==> config.mk <==
export PLATFORM = sky130hd
export DESIGN_NAME = two_axis_cascaded_pid_gimbal_flat
export DESIGN_NICKNAME = d
export VERILOG_FILES = /design/src/rtl/tacpg_pkg.sv /design/src/rtl/tacpg_if.sv /design/src/rtl/tacpg_mac.sv /design/src/rtl/two_axis_cascaded_pid_gimbal.sv /design/src/flat_wrapper.sv
export SDC_FILE = /design/constraint.sdc
export NUM_CORES = 2
export LEC_CHECK = 0
export BUFFER_PORTS_ARGS = -buffer_cell sky130_fd_sc_hd__clkbuf_2
export CAP_MARGIN = 20
export CORE_MARGIN = 2
export CORE_UTILIZATION = 60
export CTS_CLUSTER_DIAMETER = 100
export CTS_CLUSTER_SIZE = 20
export DETAILED_ROUTE_END_ITERATION = 16
export PLACE_DENSITY = 0.8
export SYNTH_ARGS = -nofsm -noshare
export SYNTH_HDL_FRONTEND = slang
export SYNTH_SLANG_ARGS = --single-unit
==> constraint.sdc <==
create_clock -name clk -period 17.68 [get_ports clk]
set_input_delay 2.652 -clock clk [delete_from_list [all_inputs] [get_ports clk]]
set_output_delay 2.652 -clock clk [all_outputs]
set_load 0.05 [all_outputs]
==> src/rtl/tacpg_pkg.sv <==
// Package for the two-axis cascaded PID gimbal controller.
// Holds widths, register indexes and shared types; depends on nothing.
`timescale 1ns / 1ps
package tacpg_pkg;
  localparam int SigW  = 16;
  localparam int AccW  = 48;
  localparam int CfgW  = 48;
  localparam int IdxW  = 3;

  localparam logic [IdxW-1:0] REG_YAW_POS   = 3'd0;
  localparam logic [IdxW-1:0] REG_PITCH_POS = 3'd1;
  localparam logic [IdxW-1:0] REG_YAW_RATE  = 3'd2;
  localparam logic [IdxW-1:0] REG_PITCH_RATE = 3'd3;
  localparam logic [IdxW-1:0] REG_YAW_OFS   = 3'd4;
  localparam logic [IdxW-1:0] REG_PITCH_OFS = 3'd5;
  localparam logic [IdxW-1:0] REG_LIMIT     = 3'd6;
  localparam logic [IdxW-1:0] REG_MISS_LIM  = 3'd7;

  typedef struct packed {
    logic signed [SigW-1:0] yaw_angle_sample;
    logic                   yaw_sample_fresh;
    logic signed [SigW-1:0] pitch_angle_sample;
    logic                   pitch_sample_fresh;
    logic signed [SigW-1:0] gyro_rate_y;
    logic signed [SigW-1:0] gyro_rate_z;
    logic signed [SigW-1:0] yaw_attitude_cmd;
    logic signed [SigW-1:0] pitch_attitude_cmd;
  } in_item_t;

  typedef struct packed {
    logic signed [15:0] yaw_drive;
    logic signed [15:0] pitch_drive;
    logic               yaw_lost;
    logic               pitch_lost;
  } out_item_t;

  // Serial multiply-accumulate control.
  typedef struct packed {
    logic start;
    logic busy;
  } mac_ctl_t;

  function automatic logic signed [SigW-1:0] sat_sig(input logic signed [AccW-1:0] v);
    logic signed [AccW-1:0] hi;
    logic signed [AccW-1:0] lo;
    hi = AccW'((64'sd1 <<< (SigW - 1)) - 64'sd1);
    lo = -hi - AccW'(1);
    if (v > hi) sat_sig = hi[SigW-1:0];
    else if (v < lo) sat_sig = lo[SigW-1:0];
    else sat_sig = v[SigW-1:0];
  endfunction
endpackage

==> src/rtl/tacpg_if.sv <==
// Valid/ready channel interface carrying one packed payload.
// Depends on tacpg_pkg for the payload types and is compiled after it.
`timescale 1ns / 1ps
interface tacpg_in_if;
  logic valid;
  logic ready;
  tacpg_pkg::in_item_t data;
  modport source (output valid, output data, input ready);
  modport sink (input valid, input data, output ready);
endinterface

interface tacpg_out_if;
  logic valid;
  logic ready;
  tacpg_pkg::out_item_t data;
  modport source (output valid, output data, input ready);
  modport sink (input valid, input data, output ready);
endinterface

==> src/rtl/tacpg_mac.sv <==
// Bit-serial signed multiply-accumulate: acc + gain * err, one shift-add step per multiplier bit.
// Depends on tacpg_pkg.
`timescale 1ns / 1ps
module tacpg_mac (
  input  logic                                  clk,
  input  logic                                  rst_n,
  input  tacpg_pkg::mac_ctl_t                   ctl_in,
  input  logic signed [17:0]                    gain_in,
  input  logic signed [tacpg_pkg::SigW-1:0]     err_in,
  input  logic signed [tacpg_pkg::AccW+1:0]     acc_in,
  output logic signed [tacpg_pkg::AccW+1:0]     acc_out,
  output logic                                  done_out
);
  localparam int AW = tacpg_pkg::AccW + 2;
  localparam int Steps = tacpg_pkg::SigW;
  localparam int CntW = $clog2(Steps + 1);

  logic [CntW-1:0] cnt_r, cnt_nxt;
  logic [tacpg_pkg::SigW-1:0] mul_r, mul_nxt;
  logic signed [AW-1:0] acc_r, acc_nxt;
  logic signed [AW-1:0] addend_r, addend_nxt;
  logic done_r, done_nxt;

  // The multiplier bits shift out LSB first; the top bit has negative weight.
  always_comb begin
    cnt_nxt = cnt_r;
    mul_nxt = mul_r;
    acc_nxt = acc_r;
    addend_nxt = addend_r;
    done_nxt = 1'b0;
    if (ctl_in.start) begin
      cnt_nxt = CntW'(Steps);
      mul_nxt = err_in;
      acc_nxt = acc_in;
      addend_nxt = AW'(gain_in);
    end else if (cnt_r != '0) begin
      if (mul_r[0]) begin
        if (cnt_r == CntW'(1)) acc_nxt = acc_r - addend_r;
        else acc_nxt = acc_r + addend_r;
      end
      mul_nxt = mul_r >> 1;
      addend_nxt = addend_r <<< 1;
      cnt_nxt = cnt_r - CntW'(1);
      done_nxt = (cnt_r == CntW'(1));
    end
  end

  always_ff @(posedge clk) begin
    if (!rst_n) begin
      cnt_r <= '0;
      done_r <= 1'b0;
    end else begin
      cnt_r <= cnt_nxt;
      done_r <= done_nxt;
    end
    mul_r <= mul_nxt;
    acc_r <= acc_nxt;
    addend_r <= addend_nxt;
  end

  assign acc_out = acc_r;
  assign done_out = done_r;

  a_done_after_count: assert property (@(posedge clk) disable iff (!rst_n)
    done_r |-> $past(cnt_r) == CntW'(1)) else $error("mac done without last step");
  a_no_start_busy: assert property (@(posedge clk) disable iff (!rst_n)
    ctl_in.start |-> cnt_r == '0) else $error("mac restarted while busy");
  a_count_down: assert property (@(posedge clk) disable iff (!rst_n)
    (cnt_r != '0 && !ctl_in.start) |=> cnt_r == $past(cnt_r) - CntW'(1))
    else $error("mac count slip");
endmodule

==> src/rtl/two_axis_cascaded_pid_gimbal.sv <==
// Two-axis cascaded PID gimbal controller.
// Input channel in_ (tacpg_in_if sink): one control tick per request, carrying
// both encoder angles with fresh flags, both gyro rates and both attitude commands.
// Output channel out_ (tacpg_out_if source): one request per tick with both
// clamped drives and the sticky lost flags.
// Configuration: cfg_we, cfg_idx, cfg_data write register cfg_idx at a clock
// edge; the user must write only while the block is idle; the block does not enforce it.
// Each tick runs ten serial multiply-accumulate passes (three per attitude loop,
// two per rate loop) on a single shift-add unit. A pass starts the unit, runs
// sixteen shift-add steps and hands back the sum. Each axis adds an error step
// and two loop update steps, and the tick ends with an output step.
// One tick is worked at a time; the next is accepted once the result register is
// empty or being taken.
// The result waits in an output register while the receiver stalls; the block
// holds its state and takes no new tick until the result is taken.
// Reset (rst_n low, synchronous) clears the loop accumulators, error history,
// held angles, miss counters and lost flags and loads the register defaults.
`timescale 1ns / 1ps
module two_axis_cascaded_pid_gimbal (
  input  logic                          clk,
  input  logic                          rst_n,
  tacpg_in_if.sink                      in_ch,
  tacpg_out_if.source                   out_ch,
  input  logic                          cfg_we,
  input  logic [tacpg_pkg::IdxW-1:0]    cfg_idx,
  input  logic [tacpg_pkg::CfgW-1:0]    cfg_data
);
  localparam int SW = tacpg_pkg::SigW;
  localparam int AW = tacpg_pkg::AccW;
  localparam int XW = AW + 2;

  localparam logic [3:0] ST_IDLE  = 4'd0;
  localparam logic [3:0] ST_ERR   = 4'd1;
  localparam logic [3:0] ST_MAC   = 4'd2;
  localparam logic [3:0] ST_WAIT  = 4'd3;
  localparam logic [3:0] ST_LOOP  = 4'd4;
  localparam logic [3:0] ST_OUT   = 4'd5;

  logic [47:0] pg_r [2];
  logic [31:0] rg_r [2];
  logic signed [SW-1:0] ofs_r [2];
  logic [14:0] lim_r;
  logic [7:0] mlim_r;

  logic signed [SW-1:0] held_r [2];
  logic [7:0] miss_r [2];
  logic [1:0] lost_r;
  logic signed [SW-1:0] e1_r [4];
  logic signed [SW-1:0] e2_r [4];
  logic signed [AW-1:0] acc_r [4];

  tacpg_pkg::in_item_t item_r;
  logic [3:0] st_r;
  logic [1:0] loop_r;   // 0 yaw pos, 1 yaw rate, 2 pitch pos, 3 pitch rate
  logic [1:0] term_r;   // which of e, e1, e2
  logic signed [SW-1:0] e_r;
  logic signed [XW-1:0] sum_r;
  logic signed [15:0] drv_r [2];
  logic out_valid_r;
  tacpg_pkg::out_item_t out_r;

  tacpg_pkg::mac_ctl_t mac_ctl;
  logic signed [17:0] mac_gain;
  logic signed [SW-1:0] mac_err;
  logic signed [XW-1:0] mac_acc;
  logic signed [XW-1:0] mac_res;
  logic mac_done;

  logic axis_sel;
  logic pos_loop;
  logic [1:0] slot;
  logic signed [17:0] kp, ki, kd, a0, a1, a2;
  logic signed [SW+1:0] err_raw;
  logic signed [SW:0] rate_raw;
  logic signed [XW-1:0] acc_sat;
  logic signed [AW-9:0] spd_shift;
  logic signed [AW-21:0] drv_shift;
  logic signed [15:0] drv_clamp;
  logic signed [SW-1:0] spd;
  logic accept;

  assign axis_sel = loop_r[1];
  assign pos_loop = ~loop_r[0];
  assign slot = {loop_r[0], loop_r[1]}; // acc/history slot: position loops 0 and 1, rate loops 2 and 3, by axis
  assign accept = in_ch.valid & in_ch.ready;
  assign in_ch.ready = (st_r == ST_IDLE) & (~out_valid_r | out_ch.ready);

  always_comb begin
    if (pos_loop) begin
      kp = 18'(signed'(pg_r[axis_sel][15:0]));
      ki = 18'(signed'(pg_r[axis_sel][31:16]));
      kd = 18'(signed'(pg_r[axis_sel][47:32]));
    end else begin
      kp = 18'(signed'(rg_r[axis_sel][15:0]));
      ki = 18'(signed'(rg_r[axis_sel][31:16]));
      kd = '0;
    end
    a0 = kp + ki + kd;
    a1 = -kp - (kd <<< 1);
    a2 = kd;
    case (term_r)
      2'd0: begin mac_gain = a0; mac_err = e_r; end
      2'd1: begin mac_gain = a1; mac_err = e1_r[slot]; end
      default: begin mac_gain = a2; mac_err = e2_r[slot]; end
    endcase
  end

  // Error of the current loop.
  always_comb begin
    if (!axis_sel)
      err_raw = (SW+2)'(item_r.yaw_attitude_cmd) + (SW+2)'(ofs_r[0]) - (SW+2)'(held_r[0]);
    else
      err_raw = (SW+2)'(item_r.pitch_attitude_cmd) + (SW+2)'(ofs_r[1])
                - (SW+2)'(held_r[1]);
    rate_raw = (SW+1)'(spd) - (SW+1)'(axis_sel ? item_r.gyro_rate_y : item_r.gyro_rate_z);
  end

  always_comb begin
    if (sum_r > XW'(48'sh7FFF_FFFF_FFFF)) acc_sat = XW'(48'sh7FFF_FFFF_FFFF);
    else if (sum_r < -XW'(48'sh7FFF_FFFF_FFFF) - XW'(1))
      acc_sat = -XW'(48'sh7FFF_FFFF_FFFF) - XW'(1);
    else acc_sat = sum_r;
    spd_shift = acc_sat[AW-1:8];
    drv_shift = acc_sat[AW-1:20];
    spd = tacpg_pkg::sat_sig(AW'(spd_shift));
    if (drv_shift > (AW-20)'(signed'({1'b0, lim_r}))) drv_clamp = signed'({1'b0, lim_r});
    else if (drv_shift < -(AW-20)'(signed'({1'b0, lim_r})))
      drv_clamp = -signed'({1'b0, lim_r});
    else drv_clamp = drv_shift[15:0];
  end

  assign mac_ctl.start = (st_r == ST_MAC);
  assign mac_ctl.busy = (st_r == ST_WAIT);
  assign mac_acc = sum_r;

  tacpg_mac u_mac (
    .clk(clk), .rst_n(rst_n), .ctl_in(mac_ctl), .gain_in(mac_gain),
    .err_in(mac_err), .acc_in(mac_acc), .acc_out(mac_res), .done_out(mac_done)
  );

  always_ff @(posedge clk) begin
    if (!rst_n) begin
      pg_r[0] <= '0; pg_r[1] <= '0; rg_r[0] <= '0; rg_r[1] <= '0;
      ofs_r[0] <= '0; ofs_r[1] <= '0;
      lim_r <= 15'd5000; mlim_r <= 8'd100;
      held_r[0] <= '0; held_r[1] <= '0; miss_r[0] <= '0; miss_r[1] <= '0;
      lost_r <= '0;
      for (int i = 0; i < 4; i++) begin
        e1_r[i] <= '0; e2_r[i] <= '0; acc_r[i] <= '0;
      end
      st_r <= ST_IDLE; out_valid_r <= 1'b0;
      loop_r <= '0; term_r <= '0;
    end else begin
      if (cfg_we) begin
        case (cfg_idx)
          tacpg_pkg::REG_YAW_POS:    pg_r[0] <= cfg_data;
          tacpg_pkg::REG_PITCH_POS:  pg_r[1] <= cfg_data;
          tacpg_pkg::REG_YAW_RATE:   rg_r[0] <= cfg_data[31:0];
          tacpg_pkg::REG_PITCH_RATE: rg_r[1] <= cfg_data[31:0];
          tacpg_pkg::REG_YAW_OFS:    ofs_r[0] <= cfg_data[15:0];
          tacpg_pkg::REG_PITCH_OFS:  ofs_r[1] <= cfg_data[15:0];
          tacpg_pkg::REG_LIMIT:      lim_r <= cfg_data[14:0];
          tacpg_pkg::REG_MISS_LIM:   mlim_r <= cfg_data[7:0];
          default: ;
        endcase
      end
      if (st_r == ST_OUT && (!out_valid_r || out_ch.ready)) out_valid_r <= 1'b1;
      else if (out_valid_r && out_ch.ready) out_valid_r <= 1'b0;
      case (st_r)
        ST_IDLE: begin
          if (accept) begin
            // Latch angles and count misses per axis.
            if (in_ch.data.yaw_sample_fresh) begin
              held_r[0] <= in_ch.data.yaw_angle_sample; miss_r[0] <= 8'd1;
            end else if ({1'b0, miss_r[0]} + 9'd1 > {1'b0, mlim_r}) begin
              lost_r[0] <= 1'b1; miss_r[0] <= 8'd1;
            end else miss_r[0] <= miss_r[0] + 8'd1;
            if (in_ch.data.pitch_sample_fresh) begin
              held_r[1] <= in_ch.data.pitch_angle_sample; miss_r[1] <= 8'd1;
            end else if ({1'b0, miss_r[1]} + 9'd1 > {1'b0, mlim_r}) begin
              lost_r[1] <= 1'b1; miss_r[1] <= 8'd1;
            end else miss_r[1] <= miss_r[1] + 8'd1;
            item_r <= in_ch.data;
            loop_r <= '0;
            st_r <= ST_ERR;
          end
        end
        ST_ERR: begin
          e_r <= tacpg_pkg::sat_sig(AW'(err_raw));
          sum_r <= XW'(acc_r[slot]);
          term_r <= '0;
          st_r <= ST_MAC;
        end
        ST_MAC: st_r <= ST_WAIT;
        ST_WAIT: begin
          if (mac_done) begin
            sum_r <= mac_res;
            if (term_r == (pos_loop ? 2'd2 : 2'd1)) st_r <= ST_LOOP;
            else begin
              term_r <= term_r + 2'd1;
              st_r <= ST_MAC;
            end
          end
        end
        ST_LOOP: begin
          acc_r[slot] <= acc_sat[AW-1:0];
          e2_r[slot] <= e1_r[slot];
          e1_r[slot] <= e_r;
          if (pos_loop) begin
            // Speed command minus gyro rate becomes the rate loop error.
            e_r <= tacpg_pkg::sat_sig(AW'(rate_raw));
            sum_r <= XW'(acc_r[{1'b1, axis_sel}]);
            loop_r <= loop_r + 2'd1;
            term_r <= '0;
            st_r <= ST_MAC;
          end else begin
            drv_r[axis_sel] <= drv_clamp;
            if (axis_sel) st_r <= ST_OUT;
            else begin
              loop_r <= 2'd2;
              st_r <= ST_ERR;
            end
          end
        end
        ST_OUT: begin
          if (!out_valid_r || out_ch.ready) begin
            out_r.yaw_drive <= drv_r[0];
            out_r.pitch_drive <= drv_r[1];
            out_r.yaw_lost <= lost_r[0];
            out_r.pitch_lost <= lost_r[1];
            st_r <= ST_IDLE;
          end
        end
        default: st_r <= ST_IDLE;
      endcase
    end
  end

  assign out_ch.valid = out_valid_r;
  assign out_ch.data = out_r;

  a_busy_not_ready: assert property (@(posedge clk) disable iff (!rst_n)
    st_r != ST_IDLE |-> !in_ch.ready) else $error("ready while working");
  a_lost_sticky: assert property (@(posedge clk) disable iff (!rst_n)
    $past(lost_r[0]) |-> lost_r[0]) else $error("yaw lost flag cleared");
  a_out_after_work: assert property (@(posedge clk) disable iff (!rst_n)
    $rose(out_valid_r) |-> $past(st_r) == ST_OUT) else $error("result without work");
endmodule

==> src/flat_wrapper.sv <==
// flat-port wrapper written by rule: the top's interface ports become plain ports
module two_axis_cascaded_pid_gimbal_flat 
  (clk, rst_n, cfg_we, cfg_idx, cfg_data, in_ch_valid, in_ch_data, in_ch_ready, out_ch_valid, out_ch_data, out_ch_ready);
  tacpg_in_if in_ch_i ();
  tacpg_out_if out_ch_i ();
  input  logic clk;
  input  logic rst_n;
  input  logic cfg_we;
  input  logic [tacpg_pkg::IdxW-1:0] cfg_idx;
  input  logic [tacpg_pkg::CfgW-1:0] cfg_data;
  input wire logic [$bits(in_ch_i.valid)-1:0] in_ch_valid;
  input wire logic [$bits(in_ch_i.data)-1:0] in_ch_data;
  output wire logic [$bits(in_ch_i.ready)-1:0] in_ch_ready;
  output wire logic [$bits(out_ch_i.valid)-1:0] out_ch_valid;
  output wire logic [$bits(out_ch_i.data)-1:0] out_ch_data;
  input wire logic [$bits(out_ch_i.ready)-1:0] out_ch_ready;
  assign in_ch_i.valid = in_ch_valid;
  assign in_ch_i.data = in_ch_data;
  assign in_ch_ready = in_ch_i.ready;
  assign out_ch_valid = out_ch_i.valid;
  assign out_ch_data = out_ch_i.data;
  assign out_ch_i.ready = out_ch_ready;
  two_axis_cascaded_pid_gimbal u_core (.clk(clk), .rst_n(rst_n), .in_ch(in_ch_i), .out_ch(out_ch_i), .cfg_we(cfg_we), .cfg_idx(cfg_idx), .cfg_data(cfg_data));
endmodule
==> results.json <==
{
  "outcome": "finished, final reports clean",
  "floorplan.die_area_sq_mm": 0.08231,
  "ios": 190,
  "maximum_clock_rate_mhz": 163.7,
  "grt_setup_unrepaired": "no",
  "min_path_cells": 0,
  "synth_warnings": 0,
  "stdcell_count": 5316,
  "pre_cts_ws_ns": 11.41,
  "skew_ns": 0.04528,
  "synth_top_flop_cell": "edfxtp_1",
  "async_reset_ff_frac": 0,
  "first_global_vias": 32170,
  "grt_max_degree": 90,
  "cts-hold-fix-buffers": 0,
  "total_power_mw": 8.586,
  "tritoncts.num_buffers": 52,
  "syn_avg_cell_area_sq_um": 11.67,
  "synth_sequential_area_ratio": 0.5628,
  "post_route_antenna_net_violation_count": 0,
  "cts_tree": "done",
  "detailroute.via_count": 32680,
  "pwr-share-comb": 0.474,
  "detailedPlacementHpwl_mm": 84.77,
  "crit_top_cell": "a21oi_1",
  "worstSetupStartpointType": "register",
  "slew_hr": 0.2552,
  "detail_route.iter0.violations": 3764,
  "critPathSlowestCell": "edfxtp_1",
  "leakage_nw": 19.90,
  "maxSlewViolCount": 0,
  "detail_route.wirelength_mm": 121.0,
  "worst_skew_pair.late_latency_ns": 0.68,
  "regToRegStartpoint": "u_core.mac_acc[49]$_DFFE_PP_",
  "cts_post_setup_buffers_inserted": 0,
  "gp_congestion": 0.9405,
  "final_area_sq_mm": 0.05174,
  "dp_cells": 5216,
  "crit_fanout": 37,
  "timing.rr.end": "u_core.e_r[14]$_DFFE_PP_",
  "grt_first_pass_wirelength_mm": 184.9,
  "antenna_violations_before_repair": 3,
  "number_of_nets_produced_by_synthesis": 4535,
  "synth-seq-cells": 914,
  "required_time_of_the_worst_setup_path_ns": 18.11,
  "cts.root.buffer_cell": "clkbuf_16",
  "netSwitchingFraction": 0.4039,
  "postPlaceCellArea_sq_mm": 0.05013,
  "irDropWorstVdd_mv": 0.1301,
  "layout-area-overhead-vs-synth_pct": 7.739,
  "pwr-share-seq": 0.380,
  "setup_viol_count_final": 0,
  "p_sw_mw": 3.468,
  "clockBufferDepth": 3,
  "drive_above_1_share": 0.1022,
  "share_clk_of_total_power": 0.146,
  "internal_power_mw": 5.118,
  "synth.cell_area_sq_mm": 0.04802,
  "timing.critical_path.arrival_ns": 6.54,
  "critical_path.cell_chain": "nand2_1 > buf_4 > a21oi_1 > nor4_1 > nand4_1 > o21a_1 > o21a_1 > ha_1 > inv_1 > fa_1 > a211oi_1 > o21ai_0 > a21oi_1 > o21ai_0 > a21o_1 > a41oi_1 > a31oi_1 > a21oi_1 > buf_4 > a21oi_1",
  "drt_first_pass_iters": 5,
  "count_of_flip_flops_with_a_built_in_enable_after_synthesis": 872,
  "reg2regPathDepth": 20,
  "cts.clk_slew.worst_paths_ns": 0.10,
  "remaining_drc_errors": 0,
  "sink_count_of_the_clock_tree": 914,
  "post_cts.resized_instances": 0,
  "classification_of_the_worst_slack_hold_path": "reg -> reg",
  "groute.usage.overall": 0.2952,
  "synth_cell_type_count": 72,
  "via_per_inst": 6.147,
  "maxCapViolCount": 0,
  "final_critical_path_setup_slack_ns": 11.57,
  "setup_tns_ns": 0,
  "core-area_sq_mm": 0.07913,
  "crit_path_end_kind": "register",
  "timing_hold_violations_final": 0,
  "nNetsFinal": 4645,
  "initial_utilization": 0.6069,
  "transition_at_the_pin_with_the_smallest_max_transition_slack_ns": 1.116,
  "num_rows": 103,
  "finalWorstPathRequiredPeriod_ns": 6.111,
  "delay_contributed_by_the_slowest_stage_of_the_critical_path_ns": 0.82,
  "hold_ws_ns": 0.4147,
  "rrSetupSlack_ns": 11.57,
  "grt_remaining_overflow": 0,
  "synth_area_leaders": "edfxtp_1 55%, ha_1 5.6%, nor2_1 3.7%, a21oi_1 3.1%, mux2i_1 3.1%",
  "finalCritPeriodShare": 0.3456,
  "cts.htree.levels": 2,
  "hold_path_startpoint": "u_core.drv_r[1][12]$_DFFE_PP_",
  "hold_path_sink": "out_ch_data[14]$_DFFE_PP_",
  "layout.core_utilization": 0.6538,
  "numPortBuffers": 189,
  "cells_after_synth": 4115,
  "die_h_um": 286.9,
  "pwr_density_cell_mw_per_mm2": 166.0,
  "yosys.area.top_type_share": 0.5453,
  "timing.critical_path.from": "u_core.mac_acc[49]$_DFFE_PP_",
  "criticalPathCategory": "reg -> reg",
  "chipWidth_um": 286.9,
  "detail_route.wl_per_cell_um": 22.76,
  "post-synth-top-area-cell": "edfxtp_1"
}
-- metal layers --
| layer | vias up | wire (um) | track usage | part of all wire |
|---|---|---|---|---|
| met4 | 0 | 5335 | 0.1198 | 0.044 |
| met3 | 267 | 11720 | 0.05865 | 0.097 |
| met2 | 1583 | 56510 | 0.4760 | 0.47 |
| met1 | 15770 | 47410 | 0.3953 | 0.39 |
| li1 | 15060 | - | - | - |
| met5 | - | 0 | 0 | 0 |
-- cell usage in the layout, fill, tap and decap left out, types with 36 or more instances in the layout --
cell and n:
o21a_1 64, nand3_1 36, fa_1 52, a31oi_1 37, clkbuf_16 52, and2_1 191, mux2i_1 147, a21oi_1 296
nor3_1 48, o21ai_0 192, and3_1 46, dfxtp_1 38, edfxtp_1 872, xor2_1 77, clkbuf_2 189, xnor2_1 103
nand2_1 254, nor2_1 468, ha_1 214, mux4_2 64, buf_4 57, a21o_1 64, inv_1 271
-- cell usage after synthesis, types with 34 or more instances --
cell type	count
xor2_1	77
inv_1	273
edfxtp_1	872
ha_1	214
and2_1	192
o21ai_0	197
mux4_2	64
a31oi_1	37
dfxtp_1	42
a21oi_1	297
clkbuf_1	154
o21a_1	64
xnor2_1	103
buf_1	34
mux2i_1	147
a21o_1	64
nor3_1	52
nand2_1	259
nand3_1	37
fa_1	52
and3_1	46
nor2_1	473
-- flip-flops by register name, indices dropped and copies added, names as in the netlist, 3 cells and up, named ones only --
signal,count
u_core.acc_r,192
u_core.pg_r,96
u_core.e1_r,64
u_core.e2_r,64
u_core.item_r,64
u_core.rg_r,64
u_core.mac_acc,50
u_core.u_mac.acc_out,50
u_core.u_mac.addend_r,50
out_ch_data,32
u_core.drv_r,32
u_core.held_r,32
u_core.ofs_r,32
u_core.e_r,16
u_core.miss_r,16
u_core.u_mac.mul_r,16
u_core.lim_r,15
u_core.mlim_r,8
u_core.u_mac.cnt_r,5
u_core.st_r,3
-- cell type report --
| cell class | instances | area [sq um] |
|---|---|---|
| multi-input combinational | 2733 | 19390 |
| inverter | 275 | 1032 |
| antenna | 9 | 22.52 |
| fill | 5939 | 27390 |
| timing repair buffer | 249 | 1434 |
| tap | 1050 | 1314 |
| sequential | 914 | 27030 |
| clock buffer | 79 | 1403 |
| clock inverter | 7 | 110.1 |
-- critical path: cells and delay by family (launching register included) --
kind,cells,cell delay [ns]
DFF,1,0.82
adders and majority gates,2,0.59
buffers and inverters,3,0.62
AOI/OAI and AO/OA,12,3.45
and+or+nand+nor,3,0.35
-- cells by family after synthesis --
kind of cell / synth area share
simple gates: 0.1191
flops: 0.5628
compound gates: 0.1082
buf+inv: 0.03676
fa+ha+maj: 0.07744
mux: 0.06253
xor+xnor: 0.03317
-- power by group through the flow --
stage	clock network (mW)	logic (mW)	registers, mW
after floorplan	0	3.00	3.20
after global routing	1.33	4.50	3.30
after detailed placement	0	3.95	3.31
after CTS	1.26	3.98	3.26
after global placement	0	3.88	3.29
final	1.25	4.07	3.27
-- worst max path at each step --
stage | end | slack, ns | cells after the start
after floorplan | u_core.acc_r[2][0]$_SDFFCE_PN0P_ | 10.63 | 4
after global placement | u_core.e_r[12]$_DFFE_PP_ | 11.64 | 19
after detailed placement | u_core.e_r[6]$_DFFE_PP_ | 11.41 | 19
after CTS | u_core.e_r[3]$_DFFE_PP_ | 11.40 | 19
after global routing | u_core.e_r[14]$_DFFE_PP_ | 11.12 | 20
final | u_core.e_r[14]$_DFFE_PP_ | 11.57 | 20
No activity file was read; power rests on OpenSTA's default activity.
